**src/hw/rtl/gtun_pkg.sv**
```systemverilog
`default_nettype none
package gtun_pkg;

  localparam int GRAD_W             = 16;
  localparam int GRAD_FRAC_BITS_DEF = 8;
  localparam int OUT_FRAC_BITS      = 15;
  localparam int Q_W                = OUT_FRAC_BITS + 1;
  localparam int NUM_LANES          = 3;

  typedef struct packed {
    logic signed [GRAD_W-1:0] grad_x;
    logic signed [GRAD_W-1:0] grad_y;
  } gtun_in_t;

  typedef struct packed {
    logic signed [OUT_FRAC_BITS:0] normal_x;
    logic signed [OUT_FRAC_BITS:0] normal_y;
    logic [OUT_FRAC_BITS-1:0]      normal_z;
  } gtun_out_t;

endpackage
`default_nettype wire

```
**src/hw/rtl/gtun_step.sv**
```systemverilog
`default_nettype none
module gtun_step import gtun_pkg::*; #(
  parameter int W = 69,
  parameter int K = 0
) (
  input  wire logic                clk,
  input  wire logic                en,
  input  wire logic signed [W-1:0] s_i,
  input  wire logic signed [W-1:0] s3_i,
  input  wire logic signed [W-1:0] d_i,
  input  wire logic signed [W-1:0] a_i,
  input  wire logic [Q_W-1:0]      q_i,
  output logic signed [W-1:0]      d_o,
  output logic signed [W-1:0]      a_o,
  output logic [Q_W-1:0]           q_o
);

  logic signed [W-1:0] diff;
  logic                acc;
  logic signed [W-1:0] d_nxt;
  logic signed [W-1:0] a_nxt;
  logic [Q_W-1:0]      q_nxt;
  logic signed [W-1:0] d_r;
  logic signed [W-1:0] a_r;
  logic [Q_W-1:0]      q_r;

  // The residual holds the target minus (2q-1)^2 * s; the trial bit is kept when it stays
  // non-negative.
  always_comb begin
    diff  = d_i - (a_i <<< (K + 2));
    acc   = ~diff[W-1];
    d_nxt = acc ? diff : d_i;
    q_nxt = acc ? (q_i | (Q_W'(1) << K)) : q_i;
  end

  generate
    if (K > 0) begin : g_next_a
      assign a_nxt = acc ? (a_i + (s3_i <<< (K - 1))) : (a_i - (s_i <<< (K - 1)));
    end else begin : g_last_a
      assign a_nxt = a_i;
    end
  endgenerate

  always_ff @(posedge clk) begin
    if (en) begin
      d_r <= d_nxt;
      a_r <= a_nxt;
      q_r <= q_nxt;
    end
  end

  assign d_o = d_r;
  assign a_o = a_r;
  assign q_o = q_r;

endmodule
`default_nettype wire

```
**config.mk**
```make
export PLATFORM = sky130hd
export DESIGN_NAME = gtun_step
export DESIGN_NICKNAME = d
export VERILOG_FILES = /design/src/hw/rtl/gtun_pkg.sv /design/src/hw/rtl/gtun_step.sv
export SDC_FILE = /design/constraint.sdc
export NUM_CORES = 1
export LEC_CHECK = 0
export BUFFER_PORTS_ARGS = -buffer_cell sky130_fd_sc_hd__buf_2
export CORE_AREA = 2 2 172 174
export CTS_CLUSTER_SIZE = 30
export DETAILED_ROUTE_END_ITERATION = 7
export DIE_AREA = 0 0 174 176
export GPL_TIMING_DRIVEN = 0
export PLACE_DENSITY_LB_ADDON = 0.2
export SYNTH_ARGS = -nofsm -noshare
export SYNTH_HDL_FRONTEND = slang
export SYNTH_SLANG_ARGS = --single-unit
```
**constraint.sdc**
```tcl
create_clock -name clk -period 7.4 [get_ports clk]
set_input_delay 1.48 -clock clk [delete_from_list [all_inputs] [get_ports clk]]
set_output_delay 1.48 -clock clk [all_outputs]
set_load 0.02 [all_outputs]
```
==> run metrics, run 1 <==
result of the run=complete, no violations; buffer type at the clock tree root=sky130_fd_sc_hd__clkbuf_16; post-detailed-routing wire length=between 20000 and 30000 um; maximum fanout along the worst path=10; number of setup buffers added after CTS=0; CTS tree=yes; P_leak=5.57 nW; Critical Path Start Type=input port; number of optimization iterations in the first detailed-route pass=5; Syn Std Cell Area=9740 um^2; area delta synth->final=26.9%; total of buffers placed on input and output ports=around 300; PostCTS Resize Cnt=0; worst path setup slack after routing=about 2.5 ns; Critical Path End Type=flop; final-report max-slew violation count=0; Placer Congestion=around 0.85; Combinational Power Share=between 30% and 40%; leading cell types in the layout, fill and taps excluded=323 x sky130_fd_sc_hd__buf_2, 154 x sky130_fd_sc_hd__edfxtp_1, 119 x sky130_fd_sc_hd__a21oi_1, 86 x sky130_fd_sc_hd__inv_1, 80 x sky130_fd_sc_hd__nor2_1; number of buffers created by CTS=17; initial core utilization=34.1%; maximum root-to-sink buffer count=2; Max Cap Viol=0; total clock sinks=around 150; number of distinct library cells after synthesis=69; most frequently used flop master after synthesis=sky130_fd_sc_hd__edfxtp_1; via density per instance=4.91; fraction of power consumed by the clock network=between 20% and 30%; Sw Ratio=35.1%; Critical Path RT=7.55 ns; number of fill cells=2912; power density normalized to cell area=~230 nW/um^2; number of DRC markers after the initial detailed-route iteration=459; unrepaired setup endpoints after global routing=no; count of placed standard cells including taps=1663; via count=8342; total of warnings raised by yosys=0; remaining max-slew budget at the tightest pin=around 33%; number of nets produced by synthesis=about 1300; number of endpoints failing setup at the final stage=0; final core area utilization=43.3%; antenna violations before repair=2; number of storage elements in the synthesis netlist=154; number of primary I/O pins=between 400 and 500; die area=30600 um^2; fraction of power consumed by sequential logic=39.2%; data arrival time of the worst path=5.00 ns; overflow left after global routing=0; maximum clock rate=206 MHz; pre-CTS setup slack=slightly above 2 ns; via count of the first global-routing pass=between 8000 and 9000; peak supply drop=between 0.0001 and 0.00015 V; Detailed Place HPWL=22600 um; WL/cell=between 15 and 20 um; Setup TNS Final=0 ns; Avg Cell Area, Syn=10.1 um^2; # rows=62; overall track demand over capacity in global routing=18.4%; DRC violation count after routing=0; CTS Hold Bufs=0; number of routed nets with antenna violations=0; Final nets=1659; period utilization=65.6%; EDFF count, synth=154; most common cell after layout, fill and taps aside=sky130_fd_sc_hd__buf_2; minimum clock period after layout=4.85 ns; power spent charging and discharging nets=between 1 and 1.5 mW; critical path class=in -> reg; Worst-path clk slew=approximately 0.070 ns; number of non-filler instances in the completed layout=about 1700; type of the most critical hold path=in -> reg; measured slew at the worst slew-check pin=0.984 ns; layout cells sized above 1=29.2%; floorplan die height=~180 um; async set or reset register ratio after synthesis=0%; internal portion of total power=1.86 mW; maximum level of the CTS H-tree=4; Seq/Total Area, Yosys=a little under half; largest net degree at the start of global routing=87; overall die width=174 um; first-pass GRT wire length=43900 um; core box area=around 29000 um^2; Mapped Cells=969; number of hold violations in the final report=0
==> power by group through the flow <==
stage | Sequential [mW] | Clock, mW | Combinational (mW)
global placement | 1.15 | 0 | 0.897
floorplan | 1.30 | 0 | 0.435
detailed placement | 1.15 | 0 | 0.906
CTS | 1.13 | 0.874 | 0.910
global route | 1.14 | 0.901 | 0.989
finish | 1.13 | 0.846 | 0.901
==> cell type report <==
type | instances | area, um^2 | share of cell area, %
Antenna cell | 3 | 7.51 | 0.0607
Clock inverter | 15 | 128 | 1.03
Tap cell | 384 | 480 | 3.89
Inverter | 86 | 323 | 2.61
Multi-Input combinational cell | 686 | 4570 | 37.0
Clock buffer | 17 | 425 | 3.44
Timing Repair Buffer | 310 | 1580 | 12.8
Buffer | 43 | 225 | 1.82
Sequential cell | 154 | 4620 | 37.4
==> sequential cells by signal, indices dropped and copies added (netlist names) <==
name  cells
a_o      69
d_o      69
q_o      16
==> synthesized netlist by cell type (3+ instances only) <==
library cell	instances	area share (%)
sky130_fd_sc_hd__a21o_1	40	3.1
sky130_fd_sc_hd__xor2_1	29	2.6
sky130_fd_sc_hd__o21ai_1	25	1.3
sky130_fd_sc_hd__buf_6	4	0.46
sky130_fd_sc_hd__a21oi_1	119	6.1
sky130_fd_sc_hd__nor4_1	4	0.26
sky130_fd_sc_hd__nand3_1	9	0.46
sky130_fd_sc_hd__ha_1	66	8.5
sky130_fd_sc_hd__or3_1	7	0.45
sky130_fd_sc_hd__o21bai_1	11	0.85
sky130_fd_sc_hd__and3_1	8	0.51
sky130_fd_sc_hd__nand4_1	25	1.6
sky130_fd_sc_hd__mux2_1	4	0.46
sky130_fd_sc_hd__clkbuf_1	20	0.77
sky130_fd_sc_hd__a31oi_1	5	0.32
sky130_fd_sc_hd__buf_4	4	0.31
sky130_fd_sc_hd__xnor2_1	31	2.8
sky130_fd_sc_hd__mux2_2	3	0.35
sky130_fd_sc_hd__nand2b_1	10	0.64
sky130_fd_sc_hd__a211oi_1	5	0.39
sky130_fd_sc_hd__and2_1	4	0.26
sky130_fd_sc_hd__nand2_1	76	2.9
sky130_fd_sc_hd__o21a_1	3	0.23
sky130_fd_sc_hd__nor2b_1	7	0.45
sky130_fd_sc_hd__nor3b_1	3	0.23
sky130_fd_sc_hd__and4_1	6	0.54
sky130_fd_sc_hd__nor2_1	80	3.1
sky130_fd_sc_hd__buf_2	15	0.77
sky130_fd_sc_hd__edfxtp_1	154	47
sky130_fd_sc_hd__inv_1	86	3.3
sky130_fd_sc_hd__o211ai_1	5	0.39
sky130_fd_sc_hd__nor3_1	10	0.51
sky130_fd_sc_hd__a21boi_0	7	0.54
sky130_fd_sc_hd__o21ai_0	36	1.8
==> worst max-delay path, stage by stage <==
cell	delay, ns
sky130_fd_sc_hd__buf_2	0.11
sky130_fd_sc_hd__inv_1	0.05
sky130_fd_sc_hd__ha_1	0.16
sky130_fd_sc_hd__inv_1	0.06
sky130_fd_sc_hd__fa_1	0.40
sky130_fd_sc_hd__a21o_1	0.22
sky130_fd_sc_hd__a221oi_4	0.33
sky130_fd_sc_hd__o2bb2ai_2	0.19
sky130_fd_sc_hd__o31ai_4	0.41
sky130_fd_sc_hd__a31oi_4	0.21
sky130_fd_sc_hd__a21oi_2	0.22
sky130_fd_sc_hd__o31ai_4	0.10
sky130_fd_sc_hd__xnor2_1	0.20
sky130_fd_sc_hd__clkbuf_1	0.62
sky130_fd_sc_hd__o21ai_1	0.22
==> logic make-up after synthesis <==
logic type	share of synthesized area, %
flops	47.5
mux	0.912
compound gates	19.3
xor+xnor	5.39
fa+ha+maj	8.68
buf+inv	5.63
simple gates	12.7
==> through the flow <==
step | cell area, um^2 | hold slack, ns | power [mW]
6_report | 12400 | 1.22 | 2.87
2_1_floorplan | 9740 | 1.58 | 1.73
4_1_cts | 12400 | 1.19 | 2.91
5_1_grt | 12400 | 1.19 | 3.03
3_3_place_gp | 11800 | 1.66 | 2.05
3_5_place_dp | 11800 | 1.66 | 2.05
==> final timing paths <==
kind / startpoint / end / slack [ns] / depth (start not counted)
max: d_i[2] / d_o[25] / 2.55 / 15
min: q_i[5] / q_o[5] / 1.22 / 1
==> metal layers <==
metal  GRT usage [%]  wire, um  part of all wire (%)
met1            24.0     13000                    45
met2            30.1     13400                    47
met3            5.10      1920                   6.7
met4            4.80       360                   1.3
met5               0         0                     0
Power figures use the tool's default switching activity.
==> run 2, diff against run 1 <==
--- a/config.mk
+++ b/config.mk
@@ -5,11 +5,12 @@
 export SDC_FILE = /design/constraint.sdc
 export NUM_CORES = 1
 export LEC_CHECK = 0
+export ABC_AREA = 1
 export BUFFER_PORTS_ARGS = -buffer_cell sky130_fd_sc_hd__buf_2
-export CORE_AREA = 2 2 172 174
+export CORE_AREA = 2 2 173 175
 export CTS_CLUSTER_SIZE = 30
 export DETAILED_ROUTE_END_ITERATION = 7
-export DIE_AREA = 0 0 174 176
+export DIE_AREA = 0 0 175 177
 export GPL_TIMING_DRIVEN = 0
 export PLACE_DENSITY_LB_ADDON = 0.2
 export SYNTH_ARGS = -nofsm -noshare
==> constraint.sdc (replaced) <==
create_clock -name clk -period 4.24 [get_ports clk]
set_input_delay 0.848 -clock clk [delete_from_list [all_inputs] [get_ports clk]]
set_output_delay 0.848 -clock clk [all_outputs]
set_load 0.02 [all_outputs]
==> run 2 against run 1 <==
  * Critical path type unchanged
  * Worst setup slack got worse by 1.5 ns
  * Highest routed layer unchanged
  * Clock power rose by 75%
  * Count of clock-buffer cells in the layout up 2
  * First-iteration DRC count increased by 66%
  * Flip-flop and latch count stayed put
  * Worst hold slack worse by 0.65 ns
==> run metrics, run 2 <==
worst path setup slack after routing=1.02 ns; via count of the first global-routing pass=10700; Synth top cells by count=672 x sky130_fd_sc_hd__nand2_1, 296 x sky130_fd_sc_hd__inv_1, 154 x sky130_fd_sc_hd__edfxtp_1, 118 x sky130_fd_sc_hd__nor2_1, 87 x sky130_fd_sc_hd__a21oi_1; remaining max-slew budget at the tightest pin=52.2%; CTS Hold Bufs=0; worst hold slack=0.572 ns; result of the run=complete, no violations; WL/cell=16.8 um; number of storage elements in the synthesis netlist=154; antenna violations before repair=0; largest net degree at the start of global routing=82; post-placement cell area=13500 um^2; number of non-filler instances in the completed layout=roughly 2400; maximum fanout along the worst path=4; minimum clock period after layout=3.22 ns; # rows=63; most used standard cell by instance count after synthesis=sky130_fd_sc_hd__nand2_1; critical path class=in -> reg; overall track demand over capacity in global routing=between 20 and 30%; peak supply drop=0.000200 V; number of endpoints failing setup at the final stage=0; Final nets=2315; pre-CTS setup slack=~0.6 ns; P_leak=approximately 7.6 nW; power density normalized to cell area=361 nW/um^2; internal portion of total power=3.19 mW; type of the most critical hold path=in -> reg; initial core utilization=39.3%; Critical Path RT=4.45 ns; number of buffers created by CTS=17; post-detailed-routing wire length=39700 um; dominant cells by area after synthesis=sky130_fd_sc_hd__edfxtp_1 40%, sky130_fd_sc_hd__nand2_1 22%, sky130_fd_sc_hd__inv_1 9.7%, sky130_fd_sc_hd__ha_1 7.2%, sky130_fd_sc_hd__nor2_1 3.9%; total of warnings raised by yosys=0; floorplan die height=177 um; total of buffers placed on input and output ports=309; number of primary I/O pins=~450; data arrival time of the worst path=3.43 ns; number of setup buffers added after CTS=0; Detailed Place HPWL=33300 um; number of hold violations in the final report=0; Max Cap Viol=0; number of nets produced by synthesis=1986; layout cells sized above 1=a little under a fifth; Placer Congestion=just over 0.9; Mapped Cells=1625; number of distinct library cells after synthesis=32; fraction of power consumed by the clock network=29.2%; dominant cell type by area after synthesis=sky130_fd_sc_hd__edfxtp_1; CTS tree=yes; Setup TNS Final=0 ns; Critical Path End Type=flop; Combinational Power Share=32.8%; async set or reset register ratio after synthesis=0%; number of routed nets with antenna violations=0; most frequently used flop master after synthesis=sky130_fd_sc_hd__edfxtp_1; fraction of power consumed by sequential logic=38.1%; number of optimization iterations in the first detailed-route pass=7; unrepaired setup endpoints after global routing=no; Worst-path clk slew=0.07 ns; core box area=29200 um^2; measured slew at the worst slew-check pin=0.717 ns; fraction of post-synthesis cell area in the top cell type by area=between 40% and 50%; area of all placed cells without fillers=14100 um^2; Avg Cell Area, Syn=7.06 um^2; Syn Std Cell Area=11500 um^2; count of placed standard cells including taps=about 2300; power spent charging and discharging nets=1.90 mW; number of DRC markers after the initial detailed-route iteration=760; maximum clock rate=approximately 310 MHz; first-pass GRT wire length=about 59000 um; final-report max-slew violation count=0; via count=11100; Critical Path Start Type=input port; PostCTS Resize Cnt=0; count of inserted antenna diode cells=0; buffer type at the clock tree root=sky130_fd_sc_hd__clkbuf_16; total clock sinks=154; die area=31000 um^2; most common cell after layout, fill and taps aside=sky130_fd_sc_hd__nand2_1; Sw Ratio=37.3%; DRC violation count after routing=0; Seq/Total Area, Yosys=40.3%; EDFF count, synth=154; overall die width=175 um; period utilization=about 76%; maximum root-to-sink buffer count=2; maximum level of the CTS H-tree=4; leading cell types in the layout, fill and taps excluded=672 x sky130_fd_sc_hd__nand2_1, 314 x sky130_fd_sc_hd__buf_2, 296 x sky130_fd_sc_hd__inv_1, 154 x sky130_fd_sc_hd__edfxtp_1, 118 x sky130_fd_sc_hd__nor2_1; via density per instance=around 4.7; overflow left after global routing=0; area delta synth->final=22.7%
[run 2: stage by stage]
step / util, % / total power [mW]
final: 48.2 / 5.09
after global routing: 48.2 / 5.35
after CTS: 48.2 / 5.12
after detailed placement: 46.3 / 3.63
after global placement: 46.2 / 3.63
after floorplan: - / 3.01
[run 2: cells by family after synthesis]
| logic type | synth area share [%] |
|---|---|
| buf+inv | 10.8 |
| compound gates | 6.79 |
| fa+ha+maj | 7.37 |
| xor+xnor | 3.05 |
| simple gates | 31.7 |
| flops | 40.3 |
[run 2: power groups by stage]
| stage | Combinational, mW | Clock (mW) | Sequential, mW |
|---|---|---|---|
| after floorplan | 0.802 | 0 | 2.21 |
| after global placement | 1.65 | 0 | 1.97 |
| after detailed placement | 1.66 | 0 | 1.97 |
| after CTS | 1.67 | 1.51 | 1.94 |
| after global routing | 1.84 | 1.56 | 1.95 |
| final | 1.67 | 1.48 | 1.94 |
[run 2: path summary, 6_finish.rpt]
path  startpoint  endpoint  slack (ns)  cells past startpoint
max       d_i[2]   d_o[64]        1.02                     20
min      q_i[13]   q_o[13]        0.57                      1
[run 2: metal layers]
layer | global-route usage, % | up-vias | routed length, um | share of wire [%]
li1 | - | 5739 | - | -
met5 | 0 | - | 0 | 0
met1 | 36.3 | 5035 | 19200 | 48
met4 | 6.67 | 0 | 578 | 1.5
met2 | 39.8 | 343 | 17400 | 44
met3 | 4.94 | 29 | 2490 | 6.3
[run 2: layout make-up]
class | count | area, um^2
fill | 3067 | 15200
multi-input combinational | 1160 | 5620
sequential | 154 | 4620
timing repair buffer | 310 | 1580
inverter | 297 | 1110
tap | 390 | 488
clock buffer | 19 | 433
buffer | 14 | 120
clock inverter | 13 | 110
[run 2: worst max-delay path, stage by stage]
cell	delay [ns]
sky130_fd_sc_hd__buf_2	0.10
sky130_fd_sc_hd__inv_1	0.05
sky130_fd_sc_hd__ha_1	0.13
sky130_fd_sc_hd__inv_1	0.10
sky130_fd_sc_hd__fa_1	0.46
sky130_fd_sc_hd__nand2_1	0.09
sky130_fd_sc_hd__nand3_1	0.09
sky130_fd_sc_hd__and2_1	0.25
sky130_fd_sc_hd__nand2_1	0.09
sky130_fd_sc_hd__nand2_1	0.17
sky130_fd_sc_hd__nand2_1	0.11
sky130_fd_sc_hd__nand2_1	0.11
sky130_fd_sc_hd__nand2_1	0.08
sky130_fd_sc_hd__nand2_1	0.24
sky130_fd_sc_hd__nand2_1	0.23
sky130_fd_sc_hd__nand2_1	0.07
sky130_fd_sc_hd__nand2_1	0.06
sky130_fd_sc_hd__nand2_1	0.04
sky130_fd_sc_hd__nand2_1	0.06
sky130_fd_sc_hd__nand2_1	0.04
==> run 3, diff against run 2 <==
--- a/config.mk
+++ b/config.mk
@@ -5,12 +5,12 @@
 export SDC_FILE = /design/constraint.sdc
 export NUM_CORES = 1
 export LEC_CHECK = 0
-export ABC_AREA = 1
+export ABC_AREA = 0
 export BUFFER_PORTS_ARGS = -buffer_cell sky130_fd_sc_hd__buf_2
-export CORE_AREA = 2 2 173 175
+export CORE_AREA = 2 2 174 176
 export CTS_CLUSTER_SIZE = 30
 export DETAILED_ROUTE_END_ITERATION = 7
-export DIE_AREA = 0 0 175 177
+export DIE_AREA = 0 0 176 178
 export GPL_TIMING_DRIVEN = 0
 export PLACE_DENSITY_LB_ADDON = 0.2
 export SYNTH_ARGS = -nofsm -noshare
==> constraint.sdc (replaced) <==
create_clock -name clk -period 3.1 [get_ports clk]
set_input_delay 0.62 -clock clk [delete_from_list [all_inputs] [get_ports clk]]
set_output_delay 0.62 -clock clk [all_outputs]
set_load 0.02 [all_outputs]
==> run 3 against run 2 <==
  * Power increased by 48%
  * Die area up 1.1%
  * Flip-flop and latch count unchanged
  * Sequential share of layout area is 1.6 points higher
  * Largest power group unchanged
  * The run now ends with setup timing left
==> run metrics, run 3 (synthesis results as in run 1) <==
final-report max-slew violation count=0; floorplan die height=178 um; CTS tree=yes; Critical Path End Type=flop; WL/cell=between 15 and 20 um; overall die width=~180 um; DRC violation count after routing=0; count of inserted antenna diode cells=0; internal portion of total power=4.98 mW; number of hold violations in the final report=0; Detailed Place HPWL=22600 um; number of DRC markers after the initial detailed-route iteration=550; via count=8506; data arrival time of the worst path=between 3 and 4 ns; busiest layer in global routing=met2; overall track demand over capacity in global routing=about a fifth; number of primary I/O pins=448; antenna violations before repair=1; number of buffers created by CTS=17; GR Layer Usage met2=31.1%; number of endpoints failing setup at the final stage=68; largest net degree at the start of global routing=82; met3 track demand over resource=4.31%; overflow left after global routing=0; post-layout power=7.54 mW; Sw Ratio=between 30 and 40%; power density normalized to cell area=~560 nW/um^2; initial core utilization=33.1%; Final nets=1688; total of buffers placed on input and output ports=309; period utilization=112%; core box area=29400 um^2; maximum root-to-sink buffer count=2; measured slew at the worst slew-check pin=0.820 ns; first-pass GRT wire length=45200 um; Max Cap Viol=0; via count of the first global-routing pass=8309; Critical Path RT=3.28 ns; worst path setup slack after routing=-0.369 ns; # rows=63; Worst-path clk slew=0.06 ns; Combinational Power Share=35.3%; minimum clock period after layout=3.47 ns; final core area utilization=45.7%; Placer Congestion=0.833; maximum clock rate=slightly below 300 MHz; post-detailed-routing wire length=around 30000 um; number of optimization iterations in the first detailed-route pass=5; buffer type at the clock tree root=sky130_fd_sc_hd__clkbuf_16; result of the run=finished with violations; critical path class=in -> reg; GR met1 Demand/Resource=24.8%; remaining max-slew budget at the tightest pin=between 40% and 50%; die area=31300 um^2; leading cell types in the layout, fill and taps excluded=317 x sky130_fd_sc_hd__buf_2, 154 x sky130_fd_sc_hd__edfxtp_1, 102 x sky130_fd_sc_hd__a21oi_1, 84 x sky130_fd_sc_hd__inv_1, 65 x sky130_fd_sc_hd__ha_1; maximum level of the CTS H-tree=4; failing checks=setup timing; fraction of power consumed by sequential logic=a little over a third; layout cells sized above 1=37.3%; fraction of power consumed by the clock network=29.0%; type of the most critical hold path=in -> reg; via density per instance=4.92; area delta synth->final=38.0%; power spent charging and discharging nets=2.56 mW; maximum fanout along the worst path=7; unrepaired setup endpoints after global routing=yes; most common cell after layout, fill and taps aside=sky130_fd_sc_hd__buf_2; peak supply drop=0.000317 V; pre-CTS setup slack=-1.24 ns; total clock sinks=154; P_leak=between 5 and 6 nW; Critical Path Start Type=input port; number of routed nets with antenna violations=0
## run 3: final cells by class
type | instances | area [um^2]
fill | 2824 | 16000
multi-input combinational | 686 | 5080
sequential | 154 | 4620
timing repair buffer | 341 | 1990
tap | 390 | 488
clock buffer | 18 | 429
inverter | 86 | 335
buffer | 41 | 324
clock inverter | 14 | 170
## run 3: per-stage QoR
stage	hold slack [ns]	instances	TNS [ns]	area, um^2
2_1_floorplan	0.719	969	-17.25	9820
3_3_place_gp	0.798	1668	-161.56	11900
3_5_place_dp	0.798	1669	-74.30	11900
4_1_cts	0.340	1729	-17.95	13300
5_1_grt	0.340	1730	-25.36	13400
6_report	0.361	1730	-20.07	13400
## run 3: worst paths after layout
| kind | start | endpoint | slack, ns | cells after the start |
|---|---|---|---|---|
| worst max-delay path | d_i[2] | d_o[66] | -0.37 | 17 |
| worst min-delay path | a_i[67] | a_o[67] | 0.36 | 1 |
## run 3: critical path: stages
cell and delay, ns:
sky130_fd_sc_hd__buf_12 0.11, sky130_fd_sc_hd__inv_12 0.04, sky130_fd_sc_hd__ha_4 0.11, sky130_fd_sc_hd__inv_2 0.03, sky130_fd_sc_hd__fa_2 0.34, sky130_fd_sc_hd__a21o_1 0.21
sky130_fd_sc_hd__a221oi_4 0.33, sky130_fd_sc_hd__o2bb2ai_4 0.13, sky130_fd_sc_hd__o31ai_4 0.29, sky130_fd_sc_hd__a31oi_4 0.16, sky130_fd_sc_hd__a21oi_2 0.22, sky130_fd_sc_hd__o31ai_4 0.10
sky130_fd_sc_hd__buf_12 0.16, sky130_fd_sc_hd__xor2_4 0.15, sky130_fd_sc_hd__buf_6 0.16, sky130_fd_sc_hd__buf_12 0.15, sky130_fd_sc_hd__mux2_4 0.31
## run 3: power by group through the flow
stage	sequential [mW]	clock (mW)	combinational, mW
6_report	2.69	2.19	2.66
5_1_grt	2.71	2.32	2.88
4_1_cts	2.69	2.26	2.61
3_5_place_dp	2.73	0	2.20
3_3_place_gp	2.74	0	2.18
2_1_floorplan	3.10	0	1.07
## run 3: layer usage
layer / routed length (um) / part of all wire (%)
met1: 13500 / 45
met3: 1950 / 6.5
met2: 14200 / 47
met5: 7 / 0.023
met4: 338 / 1.1
## run 3: what timing repair did
action,in CTS,in global routing
pin swaps,24,10
gates cloned,7,0
setup buffers,22,3
resized for setup,124,34
hold buffers,0,0
setup endpoints to repair,68,68
